## src/rtl/core/gnfa_pkg.sv

```systemverilog
`default_nettype none
// ----------------------------------------------------------------------------
// gnfa_pkg
// Shared types and constants for the greedy nearest-free assignment block.
// ----------------------------------------------------------------------------
package gnfa_pkg;

    localparam int GNFA_MAX_RESOURCES = 64;
    localparam int IDX_W   = 6;
    localparam int DIST_W  = 32;
    localparam int TOTAL_W = 48;

    localparam int S_TDATA_W = 40;
    localparam int M_TDATA_W = 96;

    typedef struct packed {
        logic [IDX_W-1:0]  resource_index;
        logic [DIST_W-1:0] distance;
        logic              last_in_column;
        logic              new_problem;
    } in_item_t;

    typedef struct packed {
        logic [IDX_W-1:0]   requester_index;
        logic [IDX_W-1:0]   chosen_resource;
        logic [DIST_W-1:0]  chosen_distance;
        logic [TOTAL_W-1:0] total_cost;
        logic               none_free;
    } result_t;

    // status from the output buffer back to the core
    typedef struct packed {
        logic full;
    } obuf_status_t;

endpackage
`default_nettype wire

```

## src/rtl/core/gnfa_core.sv

```systemverilog
`default_nettype none
// ----------------------------------------------------------------------------
// gnfa_core
// Input register, column minimum tracking, taken mask and saturating total.
// ----------------------------------------------------------------------------
module gnfa_core
    import gnfa_pkg::*;
#(
    parameter int MAX_RESOURCES = GNFA_MAX_RESOURCES
) (
    input  wire logic         aclk,
    input  wire logic         aresetn,
    input  wire logic         in_valid,
    output logic              in_ready,
    input  wire in_item_t     in_item,
    input  wire obuf_status_t obuf_status,
    output logic              res_push,
    output result_t           res_item
);

    localparam int MI_W = (MAX_RESOURCES > 1) ? $clog2(MAX_RESOURCES) : 1;
    localparam logic [IDX_W:0] MAX_R = (IDX_W+1)'(MAX_RESOURCES);
    localparam logic [TOTAL_W-1:0] TOTAL_SAT = '1;

    logic                     s1_valid_reg;
    in_item_t                 s1_item_reg;

    logic [MAX_RESOURCES-1:0] mask_reg, mask_next;
    logic [DIST_W-1:0]        best_dist_reg, best_dist_next;
    logic [IDX_W-1:0]         best_idx_reg, best_idx_next;
    logic                     found_reg, found_next;
    logic [IDX_W-1:0]         count_reg, count_next;
    logic [TOTAL_W-1:0]       total_reg, total_next;

    logic                     proc;
    logic [MAX_RESOURCES-1:0] eff_mask;
    logic [DIST_W-1:0]        eff_dist;
    logic [IDX_W-1:0]         eff_idx;
    logic                     eff_found;
    logic [IDX_W-1:0]         eff_count;
    logic [TOTAL_W-1:0]       eff_total;
    logic                     in_range, cand, upd;
    logic [DIST_W-1:0]        col_dist;
    logic [IDX_W-1:0]         col_idx;
    logic                     col_found;
    logic [TOTAL_W:0]         sum;
    logic [TOTAL_W-1:0]       new_total;

    // a column end needs a free output slot; other items always move on
    assign proc     = s1_valid_reg && (!s1_item_reg.last_in_column || !obuf_status.full);
    assign in_ready = !s1_valid_reg || proc;

    always_ff @(posedge aclk) begin
        if (!aresetn) begin
            s1_valid_reg <= 1'b0;
        end else if (in_ready) begin
            s1_valid_reg <= in_valid;
        end
        if (in_ready && in_valid) begin
            s1_item_reg <= in_item;
        end
    end

    always_comb begin
        if (s1_item_reg.new_problem) begin
            eff_mask  = '0;
            eff_dist  = '0;
            eff_idx   = '0;
            eff_found = 1'b0;
            eff_count = '0;
            eff_total = '0;
        end else begin
            eff_mask  = mask_reg;
            eff_dist  = best_dist_reg;
            eff_idx   = best_idx_reg;
            eff_found = found_reg;
            eff_count = count_reg;
            eff_total = total_reg;
        end

        in_range = {1'b0, s1_item_reg.resource_index} < MAX_R;
        cand     = in_range && !eff_mask[s1_item_reg.resource_index[MI_W-1:0]];
        upd      = cand && (!eff_found || s1_item_reg.distance < eff_dist ||
                   (s1_item_reg.distance == eff_dist &&
                    s1_item_reg.resource_index < eff_idx));

        col_found = eff_found || upd;
        col_dist  = upd ? s1_item_reg.distance : eff_dist;
        col_idx   = upd ? s1_item_reg.resource_index : eff_idx;

        sum       = {1'b0, eff_total} + {{(TOTAL_W+1-DIST_W){1'b0}}, col_dist};
        new_total = sum[TOTAL_W] ? TOTAL_SAT : sum[TOTAL_W-1:0];

        mask_next      = eff_mask;
        best_dist_next = col_dist;
        best_idx_next  = col_idx;
        found_next     = col_found;
        count_next     = eff_count;
        total_next     = eff_total;

        res_push = proc && s1_item_reg.last_in_column;
        res_item.requester_index = eff_count;
        res_item.chosen_resource = col_found ? col_idx : '0;
        res_item.chosen_distance = col_found ? col_dist : '0;
        res_item.total_cost      = col_found ? new_total : eff_total;
        res_item.none_free       = !col_found;

        if (s1_item_reg.last_in_column) begin
            if (col_found) begin
                for (int i = 0; i < MAX_RESOURCES; i++) begin
                    if (col_idx[MI_W-1:0] == MI_W'(i)) begin
                        mask_next[i] = 1'b1;
                    end
                end
                total_next = new_total;
            end
            count_next     = eff_count + 1'b1;
            found_next     = 1'b0;
            best_dist_next = '0;
            best_idx_next  = '0;
        end
    end

    always_ff @(posedge aclk) begin
        if (!aresetn) begin
            mask_reg      <= '0;
            best_dist_reg <= '0;
            best_idx_reg  <= '0;
            found_reg     <= 1'b0;
            count_reg     <= '0;
            total_reg     <= '0;
        end else if (proc) begin
            mask_reg      <= mask_next;
            best_dist_reg <= best_dist_next;
            best_idx_reg  <= best_idx_next;
            found_reg     <= found_next;
            count_reg     <= count_next;
            total_reg     <= total_next;
        end
    end

`ifndef SYNTH
    // an assignment takes exactly one more resource
    a_mask_grows: assert property (@(posedge aclk) disable iff (!aresetn)
        proc && s1_item_reg.last_in_column && col_found && !s1_item_reg.new_problem
        |=> $countones(mask_reg) == $past($countones(mask_reg)) + 1)
        else $error("taken mask did not grow by one resource");
    a_col_cleared: assert property (@(posedge aclk) disable iff (!aresetn)
        proc && s1_item_reg.last_in_column |=> !found_reg)
        else $error("column minimum not cleared at column end");
    a_total_mono: assert property (@(posedge aclk) disable iff (!aresetn)
        proc && !s1_item_reg.new_problem |=> total_reg >= $past(total_reg))
        else $error("total cost decreased without a new problem");
`endif

endmodule
`default_nettype wire

```

## src/rtl/core/gnfa_obuf.sv

```systemverilog
`default_nettype none
// ----------------------------------------------------------------------------
// gnfa_obuf
// Two-entry result buffer; decouples the core from output backpressure.
// ----------------------------------------------------------------------------
module gnfa_obuf
    import gnfa_pkg::*;
(
    input  wire logic   aclk,
    input  wire logic   aresetn,
    input  wire logic   push,
    input  wire result_t push_item,
    output obuf_status_t status,
    output logic        out_valid,
    input  wire logic   out_ready,
    output result_t     out_item
);

    result_t    entry_reg [2];
    logic       wr_ptr_reg, rd_ptr_reg;
    logic [1:0] count_reg;
    logic       pop;

    assign pop          = out_valid && out_ready;
    assign out_valid    = count_reg != 2'd0;
    assign out_item     = entry_reg[rd_ptr_reg];
    assign status.full  = count_reg == 2'd2;

    always_ff @(posedge aclk) begin
        if (!aresetn) begin
            wr_ptr_reg <= 1'b0;
            rd_ptr_reg <= 1'b0;
            count_reg  <= 2'd0;
        end else begin
            if (push) begin
                wr_ptr_reg <= !wr_ptr_reg;
            end
            if (pop) begin
                rd_ptr_reg <= !rd_ptr_reg;
            end
            count_reg <= count_reg + {1'b0, push} - {1'b0, pop};
        end
        if (push) begin
            entry_reg[wr_ptr_reg] <= push_item;
        end
    end

`ifndef SYNTH
    a_no_overflow: assert property (@(posedge aclk) disable iff (!aresetn)
        push |-> !status.full)
        else $error("result pushed into full buffer");
    a_count_range: assert property (@(posedge aclk) disable iff (!aresetn)
        count_reg != 2'd3)
        else $error("result buffer count out of range");
`endif

endmodule
`default_nettype wire

```

## src/rtl/core/greedy_nearest_free_assignment.sv

```systemverilog
`default_nettype none
// A column-ending item's result passes the input register, then the result
// buffer register, before it shows on the output.
// Throughput: 1 item per cycle; the combinational compare/add stage sets it.
// Input stalls only when the two-entry result buffer is full.
// Reset (aresetn low, synchronous) empties the pipe and clears mask,
// column minimum, requester count and total.
// ----------------------------------------------------------------------------
// greedy_nearest_free_assignment
// Assigns each requester the nearest untaken resource from its distance column.
// ----------------------------------------------------------------------------
module greedy_nearest_free_assignment
    import gnfa_pkg::*;
#(
    parameter int MAX_RESOURCES = GNFA_MAX_RESOURCES
) (
    input  wire logic                 aclk,
    input  wire logic                 aresetn,
    input  wire logic                 s_axis_tvalid,
    output logic                      s_axis_tready,
    // [5:0] resource_index, [37:6] distance, [39:38] zero
    input  wire logic [S_TDATA_W-1:0] s_axis_tdata,
    input  wire logic                 s_axis_tlast,   // last_in_column
    input  wire logic                 s_axis_tuser,   // new_problem
    output logic                      m_axis_tvalid,
    input  wire logic                 m_axis_tready,
    // [5:0] requester_index, [11:6] chosen_resource, [43:12] chosen_distance,
    // [91:44] total_cost, [95:92] zero
    output logic [M_TDATA_W-1:0]      m_axis_tdata,
    output logic                      m_axis_tuser    // none_free
);

    in_item_t     in_item;
    result_t      res_item, out_item;
    logic         res_push;
    obuf_status_t obuf_status;

    assign in_item.resource_index = s_axis_tdata[IDX_W-1:0];
    assign in_item.distance       = s_axis_tdata[IDX_W+DIST_W-1:IDX_W];
    assign in_item.last_in_column = s_axis_tlast;
    assign in_item.new_problem    = s_axis_tuser;

    gnfa_core #(
        .MAX_RESOURCES(MAX_RESOURCES)
    ) u_core (
        .aclk        (aclk),
        .aresetn     (aresetn),
        .in_valid    (s_axis_tvalid),
        .in_ready    (s_axis_tready),
        .in_item     (in_item),
        .obuf_status (obuf_status),
        .res_push    (res_push),
        .res_item    (res_item)
    );

    gnfa_obuf u_obuf (
        .aclk      (aclk),
        .aresetn   (aresetn),
        .push      (res_push),
        .push_item (res_item),
        .status    (obuf_status),
        .out_valid (m_axis_tvalid),
        .out_ready (m_axis_tready),
        .out_item  (out_item)
    );

    assign m_axis_tdata = {4'b0000, out_item.total_cost, out_item.chosen_distance,
                           out_item.chosen_resource, out_item.requester_index};
    assign m_axis_tuser = out_item.none_free;

endmodule
`default_nettype wire
```

## config.mk

```make
export PLATFORM = sky130hd
export DESIGN_NAME = greedy_nearest_free_assignment
export DESIGN_NICKNAME = d
export VERILOG_FILES = /design/src/rtl/core/gnfa_pkg.sv /design/src/rtl/core/gnfa_core.sv /design/src/rtl/core/gnfa_obuf.sv /design/src/rtl/core/greedy_nearest_free_assignment.sv
export SDC_FILE = /design/constraint.sdc
export NUM_CORES = 1
export LEC_CHECK = 0
export BUFFER_PORTS_ARGS = -buffer_cell sky130_fd_sc_hd__buf_2
export CAP_MARGIN = 20
export CORE_MARGIN = 1.5
export CORE_UTILIZATION = 50
export DETAILED_ROUTE_END_ITERATION = 8
export GPL_ROUTABILITY_DRIVEN = 0
export HOLD_SLACK_MARGIN = 0.1
export PLACE_DENSITY = 0.69
export REMOVE_ABC_BUFFERS = 1
export SLEW_MARGIN = 20
export SYNTH_ARGS = -nofsm -noshare
export SYNTH_HDL_FRONTEND = slang
export SYNTH_SLANG_ARGS = --single-unit
```

## constraint.sdc

```tcl
create_clock -name aclk -period 7 [get_ports aclk]
set_input_delay 1.4 -clock aclk [delete_from_list [all_inputs] [get_ports aclk]]
set_output_delay 1.4 -clock aclk [all_outputs]
set_load 0.05 [all_outputs]
```

==> results.md <==
- Final Hold Violating Endpoints: 0
- Antenna-violating nets left: 0
- Worst slew pin tran: 1.05 ns
- WHS Endpoint: u_core.mask_reg[14]
- Seq/Total Area, Yosys: 51.7%
- Clk_lat worst skew: 0.58 ns
- Antenna violations before repair: 2
- Net count of the finished layout: 2,104
- Hold Crit Depth: 2
- Crit path DAT: 7.05 ns
- Hold_sp: u_core.mask_reg[14]
- Total internal power: 4.31 mW
- Top_reg_cell synth: edfxtp_1
- Leak: 8.50 nW
- CP startpoint kind: flop
- Vias per cell: 5.88
- Largest net degree at the start of global routing: 67
- Layout area overhead: 13.9%
- Die X-Extent: 200 um
- Mapped Cells: 1,873
- Outcome: complete, no violations
- Final min period: 6.59 ns
- Max Clk Rate: 152 MHz
- Register bit total from synthesis: 389
- Max-slew violations: 0
- Worst EP required: 7.46 ns
- Worst setup EP type: flop
- Largest stage delay on the critical path: 0.49 ns
- RSZ-0062 raised after global routing: no
- Worst R2R End: u_core.total_reg[28]
- DRT Pass-1 Iters: 6
- Crit Path Class: reg -> reg
- Sequential share of power: 41.2%
- WL/cell: 19.6 um
- Vias: 14,926
- Hold Crit Class: reg -> reg
- Number of synthesized flops with an enable pin: 226
- Pwr/cell area: 287 nW/um^2
- # H-tree levels: 2
- Non-Filler Instances: 2,537
- Hold_buf cts: 0
- Routed WL: 49,700 um
- Worst-path clk slew: 0.06 ns
- Die ar.: 40,000 um^2
- Setup Fix Bufs, Post-CTS: 0
- MaxCap Viol Count: 0
- Part of the cycle the worst path needs: 94.2%
- Clk buf depth: 3
- Starting Density: 50.5%
- GRT Overall Usage: 24.9%
- Initial DRC Count: 1,304
- Sw Share: 32.2%
- Final setup TNS: 0 ns
- Worst R2R Path Depth: 25
- Post-synth ARST share: 0%
- Ports: 145
- Root Buffer: clkbuf_16
- Dpl hpwl: 33,100 um
- Layout cells sized above 1: 19.1%
- First-pass GRT wire length: 77,400 um
- Diode count: 0
- DRC Markers: 0
- Clock network power share: 35.9%
- DIE HEIGHT: 200 um
- TritonCTS clock tree: built
- Max reg flops: 186
- Setup Skew: 0.0231 ns
- Crit Path Max Fanout: 52
- Vias in the first global route: 14,247
- Final setup vio count: 0
- Slew HR: 29.8%
- Syn Area/Cell: 10.4 um^2
- R2r setup slk: 0.41 ns
- Placed Cells: 2,459
- Aggregate global routing overflow: 0
- Cell variety after synth: 78
- Mapped Area: 19,400 um^2
- Rows: 72
- Switching pwr: 2.05 mW
- Worst r2r src: u_core.s1_item_reg[0]
- VDD IR max: 0.186 mV
- CTS buffer count: 42
- Combinational fraction of design power: 22.9%
- Synthesis warning total: 0
- Total number of clock tree sinks: 389
- IO Port Bufs: 138
- Critical Path Slowest Stage Cell: edfxtp_1
- Core footprint: 38,500 um^2
-- worst max-delay path by stage --
stage	startpoint	endpoint	slack (ns)	depth (start not counted)
after floorplan	u_core.s1_item_reg[0]	u_core.total_reg[11]	-5.21	19
after global placement	u_core.s1_item_reg[0]	u_core.total_reg[29]	0.22	25
after detailed placement	u_core.s1_item_reg[0]	u_core.total_reg[28]	0.16	26
after CTS	u_core.s1_item_reg[0]	u_core.total_reg[28]	0.12	26
after global routing	u_core.s1_item_reg[0]	u_core.total_reg[28]	0.04	25
final	u_core.s1_item_reg[0]	u_core.total_reg[28]	0.41	25
-- metal layers --
| layer | vias up | share of wire (%) | global-route usage (%) |
|---|---|---|---|
| met4 | 4 | 3.6 | 10.4 |
| met1 | 7193 | 44 | 33.6 |
| met5 | - | 0.042 | 0 |
| met2 | 540 | 46 | 39.7 |
| li1 | 7066 | - | - |
| met3 | 123 | 6.7 | 4.18 |
-- logic make-up after synthesis --
kind of cell | count (synthesis) | synth area share (%)
AND/OR/NAND/NOR | 582 | 14.2
XOR/XNOR | 45 | 2.03
buffers and inverters | 184 | 3.85
flip-flops | 389 | 51.7
adder cells (fa/ha/maj) | 73 | 4.74
multiplexers | 131 | 7.62
AO/OA/AOI/OAI | 468 | 15.8
other | 1 | 0.0193
-- worst max-delay path: cells and delay by family, from the launching register on --
family / cells / cell delay (ns)
adders and majority gates: 2 / 0.70
DFF: 1 / 0.49
buffers and inverters: 5 / 1.02
and+or+nand+nor: 4 / 0.61
AOI/OAI and AO/OA: 14 / 3.59
-- synth_stat cells (5+ instances only) --
library cell  number  area share (%)
a31oi_1           45             1.4
dfxtp_1          163              17
edfxtp_1         226              35
nand3b_1           5            0.19
nor4_1             7            0.23
and2_1            16            0.52
o21ai_0          117             3.0
nor3_1            24            0.62
o22a_1             7            0.32
a21oi_1           90             2.3
nor2_1           144             2.8
a21o_1            28             1.1
nand2b_1           5            0.16
a211oi_1           8            0.31
inv_1             70             1.4
buf_1              7            0.14
a22oi_1           26             1.0
o21ai_1           17            0.44
xnor2_1           30             1.4
buf_2             18            0.46
ha_1              72             4.6
o21bai_1           5            0.19
nor3b_1            5            0.19
clkbuf_1          78             1.5
buf_4              9            0.35
o21a_1            14            0.54
o211ai_1          12            0.46
nor2b_1           71             2.3
xor2_1            15            0.68
nand2_1          200             3.9
a22o_1            42             1.9
nand4_1           24            0.77
and3_1             8            0.26
mux2i_1           32             1.6
mux2_2            95             5.5
nand3_1           50             1.3
-- per-stage QoR --
stage | total power [mW] | worst slack (ns) | cell area, um^2 | utilization [%] | hold WS, ns
after floorplan | 3.75 | -5.21 | 19000 | - | 0.417
after global placement | 4.10 | 0.219 | 20700 | 53.8 | 0.427
after detailed placement | 4.12 | 0.161 | 20700 | 53.8 | 0.441
after CTS | 6.39 | 0.115 | 22100 | 57.5 | 0.449
after global routing | 6.59 | 0.0359 | 22100 | 57.5 | 0.471
final | 6.36 | 0.407 | 22100 | 57.5 | 0.449
-- power by group through the flow --
stage | Clock (mW) | Combinational, mW | Sequential (mW)
global placement | 0 | 1.44 | 2.66
floorplan | 0 | 1.07 | 2.67
global route | 2.40 | 1.56 | 2.63
finish | 2.28 | 1.46 | 2.62
CTS | 2.31 | 1.46 | 2.62
detailed placement | 0 | 1.45 | 2.67
-- placed cells by master (no fill, tap or decap), types with 8 or more instances in the layout --
master,synthesis,routed
ha_1,72,72
a22o_1,42,42
xnor2_1,30,30
and3_1,8,8
nand3_1,50,50
nor3_1,24,24
o211ai_1,12,12
nand4_1,24,24
mux2i_1,32,32
clkbuf_16,0,42
nand2_1,200,200
edfxtp_1,226,226
xor2_1,15,15
a21oi_1,90,88
a22oi_1,26,26
o21ai_0,117,117
mux2_2,95,95
nor2b_1,71,71
and2_1,16,12
buf_4,9,36
o21a_1,14,14
nor2_1,144,141
o21ai_1,17,17
inv_1,70,70
dfxtp_1,163,162
a31oi_1,45,44
a211oi_1,8,8
a21o_1,28,28
buf_2,18,138
-- cell type report --
| type | instances | area, um^2 |
|---|---|---|
| fillers | 3245 | 16300 |
| flip-flops and latches | 389 | 10100 |
| multi-input cells | 1303 | 8700 |
| clock buffers | 50 | 1110 |
| repair buffers | 177 | 1020 |
| well taps | 518 | 648 |
| clock inverters | 28 | 314 |
| inverters | 72 | 275 |
-- timing repair --
action | CTS | global route
endpoints found under the setup margin | 0 | 91
gates resized for setup | 0 | 7
hold endpoints to repair | 0 | 0
(Power assumes the default switching activity.)
